==> src/rtl/pcc_pkg.sv <==
// Package for the clamped PID controller: payload structs, config
// register codes and datapath widths. No dependencies.
`default_nettype none

package pcc_pkg;

  // Datapath widths
  localparam int DataW    = 16;
  localparam int ErrW     = 17;
  localparam int SumW     = 32;
  localparam int DiffW    = 18;
  localparam int PropW    = DataW + ErrW;   // kp * err
  localparam int IntW     = DataW + SumW;   // ki_dt * sum
  localparam int DerW     = DataW + DiffW;  // kd_over_dt * diff
  localparam int AccW     = IntW + 2;       // sum of three products
  localparam int FracW    = 8;              // Q8.8 gains
  localparam int ShiftedW = AccW - FracW;
  localparam int CfgIdxW  = 3;

  // Default depth of the queue between front and back
  localparam int DEF_QUEUE_DEPTH = 4;

  // Config register indexes
  localparam logic [CfgIdxW-1:0] CFG_KP         = 3'd0;
  localparam logic [CfgIdxW-1:0] CFG_KI_DT      = 3'd1;
  localparam logic [CfgIdxW-1:0] CFG_KD_OVER_DT = 3'd2;
  localparam logic [CfgIdxW-1:0] CFG_OUT_MAX    = 3'd3;
  localparam logic [CfgIdxW-1:0] CFG_OUT_MIN    = 3'd4;

  typedef struct packed {
    logic signed [DataW-1:0] setpoint;
    logic signed [DataW-1:0] measured;
  } sample_t;

  typedef struct packed {
    logic signed [DataW-1:0] drive;
    logic                    clamped;
  } result_t;

  // Work item handed from front to back
  typedef struct packed {
    logic signed [ErrW-1:0]  err;
    logic signed [SumW-1:0]  sum;
    logic signed [DiffW-1:0] diff;
  } work_t;

  typedef struct packed {
    logic signed [DataW-1:0] kp;
    logic signed [DataW-1:0] ki_dt;
    logic signed [DataW-1:0] kd_over_dt;
    logic signed [DataW-1:0] out_max;
    logic signed [DataW-1:0] out_min;
  } cfg_t;

  // Queue status seen by front and back
  typedef struct packed {
    logic full;
    logic empty;
  } qstat_t;

endpackage

`default_nettype wire

==> src/rtl/pcc_queue.sv <==
// Small register FIFO between the front and back of the PID controller.
// Depends on pcc_pkg (work_t, qstat_t).
`default_nettype none

module pcc_queue import pcc_pkg::*; #(
  parameter int Depth = DEF_QUEUE_DEPTH
) (
  input  wire logic   clk,
  input  wire logic   rst,
  input  wire logic   push,
  input  wire work_t  push_data,
  input  wire logic   pop,
  output work_t       head,
  output qstat_t      status
);

  localparam int PtrW = (Depth > 1) ? $clog2(Depth) : 1;
  localparam int CntW = $clog2(Depth + 1);

  work_t             mem [Depth];
  logic [PtrW-1:0]   wr_ptr;
  logic [PtrW-1:0]   rd_ptr;
  logic [CntW-1:0]   count;

  function automatic logic [PtrW-1:0] ptr_inc(input logic [PtrW-1:0] p);
    if (p == PtrW'(Depth - 1)) begin
      return '0;
    end
    return p + 1'b1;
  endfunction

  assign status.full  = (count == CntW'(Depth));
  assign status.empty = (count == '0);
  assign head         = mem[rd_ptr];

  // Storage, no reset needed
  always_ff @(posedge clk) begin
    if (push) begin
      mem[wr_ptr] <= push_data;
    end
  end

  // Pointers and fill count
  always_ff @(posedge clk) begin
    if (rst) begin
      wr_ptr <= '0;
      rd_ptr <= '0;
      count  <= '0;
    end else begin
      if (push) begin
        wr_ptr <= ptr_inc(wr_ptr);
      end
      if (pop) begin
        rd_ptr <= ptr_inc(rd_ptr);
      end
      if (push && !pop) begin
        count <= count + 1'b1;
      end else if (pop && !push) begin
        count <= count - 1'b1;
      end
    end
  end

endmodule

`default_nettype wire

==> src/rtl/pcc_front.sv <==
// Front of the PID controller: accepts samples, forms the error, the
// saturated running sum and the error difference. Depends on pcc_pkg.
`default_nettype none

module pcc_front import pcc_pkg::*; (
  input  wire logic    clk,
  input  wire logic    rst,
  input  wire logic    sample_valid,
  input  wire sample_t sample,
  input  wire qstat_t  q_status,
  output logic         push,
  output work_t        push_data
);

  logic signed [SumW-1:0] error_sum;
  logic signed [ErrW-1:0] last_error;

  logic signed [ErrW-1:0] err;
  logic signed [SumW:0]   sum_wide;
  logic signed [SumW-1:0] sum_sat;

  assign push = sample_valid && !q_status.full;

  // Error and saturating sum
  always_comb begin
    err      = ErrW'(sample.setpoint) - ErrW'(sample.measured);
    sum_wide = (SumW + 1)'(error_sum) + (SumW + 1)'(err);
    if (sum_wide[SumW] != sum_wide[SumW-1]) begin
      sum_sat = sum_wide[SumW] ? {1'b1, {(SumW-1){1'b0}}} : {1'b0, {(SumW-1){1'b1}}};
    end else begin
      sum_sat = sum_wide[SumW-1:0];
    end
  end

  assign push_data.err  = err;
  assign push_data.sum  = sum_sat;
  assign push_data.diff = DiffW'(err) - DiffW'(last_error);

  // Controller state advances on each accepted transaction
  always_ff @(posedge clk) begin
    if (rst) begin
      error_sum  <= '0;
      last_error <= '0;
    end else if (push) begin
      error_sum  <= sum_sat;
      last_error <= err;
    end
  end

endmodule

`default_nettype wire

==> src/rtl/pcc_back.sv <==
// Back of the PID controller: three gain products, their sum, shift and
// clamp, then the output register. Depends on pcc_pkg.
`default_nettype none

module pcc_back import pcc_pkg::*; (
  input  wire logic    clk,
  input  wire logic    rst,
  input  wire cfg_t    cfg,
  input  wire qstat_t  q_status,
  input  wire work_t   q_head,
  output logic         pop,
  output logic         result_valid,
  input  wire logic    result_stall,
  output result_t      result
);

  logic                    adv;
  logic                    m_valid;
  logic                    a_valid;
  logic signed [PropW-1:0] p_prop;
  logic signed [IntW-1:0]  p_int;
  logic signed [DerW-1:0]  p_der;
  logic signed [AccW-1:0]  acc;

  logic signed [ShiftedW-1:0] y;
  result_t                    res_next;

  // Whole pipe moves unless the output holds a stalled transaction
  assign adv = !(result_valid && result_stall);
  assign pop = adv && !q_status.empty;

  // Valid bits
  always_ff @(posedge clk) begin
    if (rst) begin
      m_valid      <= 1'b0;
      a_valid      <= 1'b0;
      result_valid <= 1'b0;
    end else if (adv) begin
      m_valid      <= !q_status.empty;
      a_valid      <= m_valid;
      result_valid <= a_valid;
    end
  end

  // Stage 1: gain products
  always_ff @(posedge clk) begin
    if (adv) begin
      p_prop <= PropW'(cfg.kp) * PropW'(q_head.err);
      p_int  <= IntW'(cfg.ki_dt) * IntW'(q_head.sum);
      p_der  <= DerW'(cfg.kd_over_dt) * DerW'(q_head.diff);
    end
  end

  // Stage 2: sum of products
  always_ff @(posedge clk) begin
    if (adv) begin
      acc <= AccW'(p_prop) + AccW'(p_int) + AccW'(p_der);
    end
  end

  // Stage 3: floor shift by the Q8.8 fraction, clamp, upper limit first
  always_comb begin
    y = acc[AccW-1:FracW];
    res_next.clamped = 1'b0;
    res_next.drive   = y[DataW-1:0];
    if (y > ShiftedW'(cfg.out_max)) begin
      res_next.drive   = cfg.out_max;
      res_next.clamped = 1'b1;
    end else if (y < ShiftedW'(cfg.out_min)) begin
      res_next.drive   = cfg.out_min;
      res_next.clamped = 1'b1;
    end
  end

  always_ff @(posedge clk) begin
    if (adv) begin
      result <= res_next;
    end
  end

endmodule

`default_nettype wire

==> src/rtl/pid_controller_clamped_unit.sv <==
// Top level of the clamped PID controller: config registers, front,
// queue and back. Depends on pcc_pkg, pcc_front, pcc_queue, pcc_back.
//
//  channel  | signals                          | direction
//  ---------+----------------------------------+----------
//  sample   | sample_valid, sample_stall, sample | in
//  result   | result_valid, result_stall, result | out
//  config   | cfg_we, cfg_index, cfg_data        | in
//
// One transaction per cycle sustained while result_stall stays low; a result
// passes the queue slot, product registers, sum register and output register.
// The sum and last-error update in the front sets that rate.
// Reset (rst, synchronous) clears the sum, last error, queue and valids and
// loads the default gains and limits. A stalled result holds the back pipe;
// samples keep entering until the queue fills, then sample_stall rises.
`default_nettype none

module pid_controller_clamped_unit import pcc_pkg::*; #(
  parameter int QueueDepth = DEF_QUEUE_DEPTH
) (
  input  wire logic               clk,
  input  wire logic               rst,
  input  wire logic               sample_valid,
  output logic                    sample_stall,
  input  wire sample_t            sample,
  output logic                    result_valid,
  input  wire logic               result_stall,
  output result_t                 result,
  input  wire logic               cfg_we,
  input  wire logic [CfgIdxW-1:0] cfg_index,
  input  wire logic [DataW-1:0]   cfg_data
);

  cfg_t   cfg;
  qstat_t q_status;
  logic   push;
  logic   pop;
  work_t  push_data;
  work_t  q_head;

  // Config registers
  always_ff @(posedge clk) begin
    if (rst) begin
      cfg.kp         <= '0;
      cfg.ki_dt      <= '0;
      cfg.kd_over_dt <= '0;
      cfg.out_max    <= {1'b0, {(DataW-1){1'b1}}};
      cfg.out_min    <= {1'b1, {(DataW-1){1'b0}}};
    end else if (cfg_we) begin
      case (cfg_index)
        CFG_KP:         cfg.kp         <= cfg_data;
        CFG_KI_DT:      cfg.ki_dt      <= cfg_data;
        CFG_KD_OVER_DT: cfg.kd_over_dt <= cfg_data;
        CFG_OUT_MAX:    cfg.out_max    <= cfg_data;
        CFG_OUT_MIN:    cfg.out_min    <= cfg_data;
        default: begin
        end
      endcase
    end
  end

  assign sample_stall = q_status.full;

  pcc_front u_front (
    .clk          (clk),
    .rst          (rst),
    .sample_valid (sample_valid),
    .sample       (sample),
    .q_status     (q_status),
    .push         (push),
    .push_data    (push_data)
  );

  pcc_queue #(
    .Depth (QueueDepth)
  ) u_queue (
    .clk       (clk),
    .rst       (rst),
    .push      (push),
    .push_data (push_data),
    .pop       (pop),
    .head      (q_head),
    .status    (q_status)
  );

  pcc_back u_back (
    .clk          (clk),
    .rst          (rst),
    .cfg          (cfg),
    .q_status     (q_status),
    .q_head       (q_head),
    .pop          (pop),
    .result_valid (result_valid),
    .result_stall (result_stall),
    .result       (result)
  );

endmodule

`default_nettype wire
==> config.mk <==
export PLATFORM = sky130hd
export DESIGN_NAME = pid_controller_clamped_unit
export DESIGN_NICKNAME = d
export VERILOG_FILES = /design/src/rtl/pcc_pkg.sv /design/src/rtl/pcc_queue.sv /design/src/rtl/pcc_front.sv /design/src/rtl/pcc_back.sv /design/src/rtl/pid_controller_clamped_unit.sv
export SDC_FILE = /design/constraint.sdc
export NUM_CORES = 2
export LEC_CHECK = 0
export BUFFER_PORTS_ARGS = -buffer_cell sky130_fd_sc_hd__buf_2
export CAP_MARGIN = 20
export CORE_MARGIN = 4
export CORE_UTILIZATION = 70
export DETAILED_ROUTE_END_ITERATION = 12
export PLACE_DENSITY = 0.87
export SYNTH_ARGS = -nofsm -noshare
export SYNTH_HDL_FRONTEND = slang
export SYNTH_SLANG_ARGS = --single-unit
==> constraint.sdc <==
create_clock -name clk -period 23.8 [get_ports clk]
set_clock_uncertainty 0.1 [all_clocks]
set_input_delay 3.57 -clock clk [delete_from_list [all_inputs] [get_ports clk]]
set_output_delay 3.57 -clock clk [all_outputs]
set_load 0.005 [all_outputs]
# [Word level (Yosys, flattened, before mapping)]
# Memories as Yosys holds them, arrays and structs flattened. A register that Yosys moved wholly into a read port is not among the register bits.
# Index checks and enable logic that the tools add are counted.
[op_classes] add_sub_neg=9 n_mul=3 n_lt_le_gt_ge=2 n_reduce_logical=18 mux=20 eq_ne=8
[op_table] operator="2-to-1 mux 32 bit" count=2
[op_table] operator="adder 49 x 34 -> 50 bit" count=1
[op_table] operator="adder 33 x 48 -> 49 bit" count=1
[op_table] operator="multiplier 16 x 32 -> 48 bit" count=1
[op_table] operator="> comparator 42 x 16 -> 1 bit" count=1
[op_table] operator="less-than comparator 42 x 16 -> 1 bit" count=1
[op_table] operator="multiplier 16 x 18 -> 34 bit" count=1
[op_table] operator="2-to-1 mux 17 bit" count=2
[op_table] operator="adder 32 x 17 -> 33 bit" count=1
[op_table] operator="multiplier 16 x 17 -> 33 bit" count=1
[op_table] operator="subtractor 17 x 17 -> 18 bit" count=1
[op_table] operator="subtractor 16 x 16 -> 17 bit" count=1
[op_table] operator="2-to-1 mux 2 bit" count=6
[op_table] operator="AND reduction 2 bit" count=5
[op_table] operator="2-to-1 mux 1 bit" count=8
[op_table] operator="equality test 3 x 2 -> 1 bit, second input constant" count=2
[op_table] operator="equality test 3 bit, second input constant" count=2
[op_table] operator="logical NOT 3 bit" count=2
[op_table] operator="2-to-1 mux 3 bit" count=2
[op_table] operator="logical AND 1 bit" count=5
[op_table] operator="logical NOT 1 bit" count=5
[op_table] operator="adder 2 x 1 -> 2 bit, second input constant" count=2
[op_table] operator="equality test 2 bit, second input constant" count=2
[op_table] operator="adder 3 x 1 -> 3 bit, second input constant" count=1
[op_table] operator="4 further kinds" count=4
[word_totals] input_bits=56 output_inout_bits=19 mem_bits_rw=268 word_cells=80 mem_count=1 register_bits=321
[mem_list] memory="u_queue.mem" words=4 width=67 read_ports=1 rd_clocked_by_memory_dff=1 wr=1 line_no="pcc_queue.sv:20" rtl="work_t mem [Depth];"

# [Depth between registers and ports, before layout]
[logic_depth] ltp_word=8 ltp_mapped=29 depth_no_buf=26

# [Hierarchy]
# A second synthesis with hierarchy kept.
[hier_totals] hier_cells=6634 area_unflattened_um2=68310.5
[modules_own_cells] module="pcc_back" instances=1 cells_per_inst=5176 area_each_um2=49453.7 seq_area_each_um2=5285.1
[modules_own_cells] module="pcc_queue" instances=1 cells_per_inst=394 area_each_um2=10142.2 seq_area_each_um2=8227.9
[modules_own_cells] module="pcc_front" instances=1 cells_per_inst=764 area_each_um2=5492.8 seq_area_each_um2=980.9
[modules_own_cells] module="pid_controller_clamped_unit" instances=1 cells_per_inst=300 area_each_um2=3221.8 seq_area_each_um2=1601.5

# [Worst setup path after synthesis]
# No wires, ideal clock.
[synth_timing] path_type="input to register" start="input port sample[16] in the netlist's numbering" end="memory u_queue.mem[0][33] in the netlist's numbering (data pin)" setup_time_ns=0.270 arrival_time_ns=9.384 n_path_buf=2 setup_slack_ns=14.046 t_required_ns=23.430 stages=26 cell_sequence="inv_1 ha_1 inv_1 fa_1 a21o_1 a21oi_1 o21ai_0 a21oi_1 o21bai_1 a211oi_1 o21bai_1 and3_1 o31ai_1 ha_1 clkbuf_1 nand2_1 o21ai_0 o41ai_1 a21oi_1 a41oi_1 o221ai_1 a21oi_1 a31oi_2 buf_2 and2_1 nand2b_1"
[synth_lines] element="start: declaration" line_no="pid_controller_clamped_unit.sv:25" rtl="input wire sample_t sample,"
[synth_lines] element="end: declaration" line_no="pcc_queue.sv:20"

==> results.md <==
* Status: complete, no violations
* Iteration-0 DRC Markers at 4,712
* GP Congestion at 0.9386
* Met2 Use GR at 55.45%
* Combinational share of power at 53.9%
* Cell repeated most along the worst path: a21oi_1
* Top cells by area, synth: fa_1 (33%), edfxtp_1 (20%), ha_1 (9.1%), inv_1 (7.2%), nand2_1 (5.2%)
* Tcrit/Tclk final at 40.59%
* Maximum root-to-sink buffer count at 3
* CTS Root Cell: clkbuf_16
* Post_cts resized at 0
* Vias at 47,210
* Slew @ Worst Pin at 1.080 ns
* CP Data Required Time at 24.05 ns
* Relative slew slack at 27.97%
* Fin crit period at 9.660 ns
* R2R Path End: u_back.p_int[47]
* Switching share of power at 45.86%
* Max Fclk at 103.5 MHz
* RSZ-0062 raised after global routing: false
* Largest net degree at the start of global routing at 174
* H-tree depth at 2
* Fin util at 74.26%
* Sequential share of power at 29.8%
* Setup Viol. Count Final at 0
* Setup Fix Bufs, Post-CTS at 0
* Die Y at 316.4 um
* GR Util met3 at 7.483%
* MaxCap Viol Count at 0
* Syn-to-layout area delta at 4.744%
* Worst skew pair latency at 0.64 ns
* FFs w/ async S/R, synth at 0%
* CTS tree: done
* IO Pins at 75
* Hold Path Class: register to register
* Die area at 100,100 um^2
* CTS clock-pin slew for the worst setup and hold paths at 0.06 ns
* Cell area after synthesis at 66,570 um^2
* Initial Utilization at 70.90%
* Main synth FF type: edfxtp_1
* CP max FO at 35
* Hold_sp: u_front.last_error[4]
* Final Cell Area at 69,720 um^2
* Slowest Stage Delay on Critical Path at 0.85 ns
* Hold-fix buffers, CTS at 0
* Vias per cell at 6.103
* Synthesized Nets at 8,157
* Post-synth top area cell: fa_1
* Syn. warnings at 0
* Total gr overflow at 0
* I/O Buffers at 74
* #FFs+latches synth at 583
* Share of layout cells above drive strength 1 at 4.615%
* Nets at 8,077
* Setup CP Type: primary input to register
* First-pass GRT wire length at 267.4 mm
* Worst hold path depth at 2
* Drt drc at 0
* CP arrival at 9.91 ns
* Tot GR Track Use at 34.15%
* Number of synthesized flops with an enable pin at 442
* Initial antenna violation count at 4
* CP startpoint kind: primary input
* Cell Rows at 112
* Placed insts at 7,627
* Final Max Tran Viols at 0
* DR WL/cell at 21.25 um
* Vias in the first global route at 51,010
* Slowest CP cell: o31ai_4
* Placed instance area at 67,840 um^2
* Setup tns final at 0 ns
* Hold EP: u_front.last_error[4]
* Net Switching at 2.543 mW
* Int Power at 3.002 mW
* Met1 Usage GRT at 45.18%
* CTS Buf Count at 56
* Power share of the clock group at 16.3%
* Static leakage at 32.94 nW
* DRT Pass-1 Iters at 6
* Commonest cells post-synth: inv_1 (1,278), fa_1 (1,103), nand2_1 (918)
* Worst R2R Setup Slack at 14.64 ns
* Mapped Cells at 6,512
* Hpwl dp at 120.5 mm
* Sequential-to-total area share from yosys stat at 24.18%
* Final wirelength at 164.3 mm
* GRT Max-Usage Layer: met2
* Peak VDD IR at 0.00009434 V
* Clk sink count at 583
* Core region area at 93,890 um^2
* Synth top area share at 33.17%
* Die W at 316.4 um
* Cell with the most instances after synthesis: inv_1
* Cells on worst reg2reg path at 25
* Worst setup EP type: register
* Final Hold Vio Count at 0
* Avg Cell Area, Syn at 10.22 um^2
* Fin cells at 7,735
* Synth cell types at 74
* Final ANT Viol Nets at 0
* Power Dens Cells at 79.53 nW/um^2
-- power groups by stage --
stage                     clock, mW  combinational, mW  sequential [mW]
after detailed placement          0               2.88             1.67
after floorplan                   0               2.02             1.59
after CTS                     0.908               2.92             1.65
after global routing          0.954               3.26             1.67
after global placement            0               2.75             1.66
final                         0.903               2.99             1.65
-- area by class of cell --
| cell class | count | area, um^2 |
|---|---|---|
| multi-input combinational | 4411 | 44780 |
| sequential | 583 | 16110 |
| inverter | 1279 | 4801 |
| fill | 6062 | 24170 |
| timing repair buffer | 101 | 608.1 |
| tap | 1254 | 1569 |
| antenna | 2 | 5.005 |
| clock inverter | 32 | 294.0 |
| clock buffer | 73 | 1556 |
-- stage by stage --
step           hold slack, ns  total power [mW]  worst slack (ns)
3_5_place_dp           0.3479             4.550             13.26
3_3_place_gp           0.3413             4.407             13.34
6_report               0.3554             5.545             14.14
2_1_floorplan          0.3363             3.615             14.05
4_1_cts                0.3565             5.483             13.84
5_1_grt                0.3698             5.887             13.45
-- cells in the final DEF, fill, tap and decap left out, types with 18 or more instances in the layout --
cell type | Yosys | layout
inv_1 | 1278 | 1277
fa_1 | 1103 | 1103
nand2_1 | 918 | 917
ha_1 | 486 | 486
edfxtp_1 | 442 | 442
and2_1 | 434 | 430
a21oi_1 | 284 | 284
nor2_1 | 178 | 178
xnor2_1 | 154 | 154
dfxtp_1 | 141 | 133
o21ai_0 | 127 | 127
a21o_1 | 96 | 96
buf_2 | 13 | 73
mux4_2 | 67 | 67
xor2_1 | 61 | 61
clkbuf_16 | 0 | 57
nand3_1 | 50 | 50
nand2b_1 | 49 | 49
a31oi_1 | 38 | 38
nor3_1 | 34 | 34
mux2i_1 | 33 | 33
nand4_1 | 31 | 31
o21bai_1 | 31 | 31
o21a_1 | 26 | 26
nor2b_1 | 26 | 26
buf_4 | 0 | 26
o211ai_1 | 25 | 25
and3_1 | 22 | 22
a211oi_1 | 18 | 18
-- worst max path at each step --
| stage | cells past startpoint | start | slack, ns | endpoint |
|---|---|---|---|---|
| floorplan | 26 | sample[16] | 14.05 | u_queue.mem[0][33] |
| global placement | 24 | sample[16] | 13.34 | u_queue.mem[0][18] |
| detailed placement | 24 | sample[16] | 13.26 | u_queue.mem[0][44] |
| CTS | 24 | sample[16] | 13.84 | u_queue.mem[3][20] |
| global route | 25 | sample[16] | 13.45 | u_queue.mem[0][33] |
| finish | 25 | sample[16] | 14.14 | u_queue.mem[3][29] |
-- sequential cells by signal, summed over array words and instances, names as in the netlist, 32 cells and up, named ones only --
name               count
u_back.p_int          48
u_back.acc            42
u_back.p_der          34
u_back.p_prop         33
u_queue.mem          268
u_front.error_sum     32
cfg                   80
-- metal layers --
metal	vias to the layer above	wire, um	share of wire, %
li1	20350	-	-
met1	23440	61790	38
met2	2826	76370	46
met3	600	18020	11
met4	0	8155	5.0
met5	-	0	0
-- critical path: cells and delay by family --
kind	cells	cell delay (ns)
AND/OR/NAND/NOR	2	0.36
adder cells (fa/ha/maj)	3	1.03
AO/OA/AOI/OAI	16	4.44
buffers and inverters	4	0.46
-- cell families (layout without fill, tap and decap cells) --
logic type      Yosys count  in the layout  synth area share (%)
flops                   583            583                 24.18
other cells               0              2                     0
fa+ha+maj              1589           1589                 42.31
mux                     102            102                 2.797
simple gates           1769           1769                 12.39
xor+xnor                215            215                 2.829
buf+inv                1518           1485                 8.586
compound gates          736            736                 6.913
Note: power is estimated with default switching activity, not from simulation.
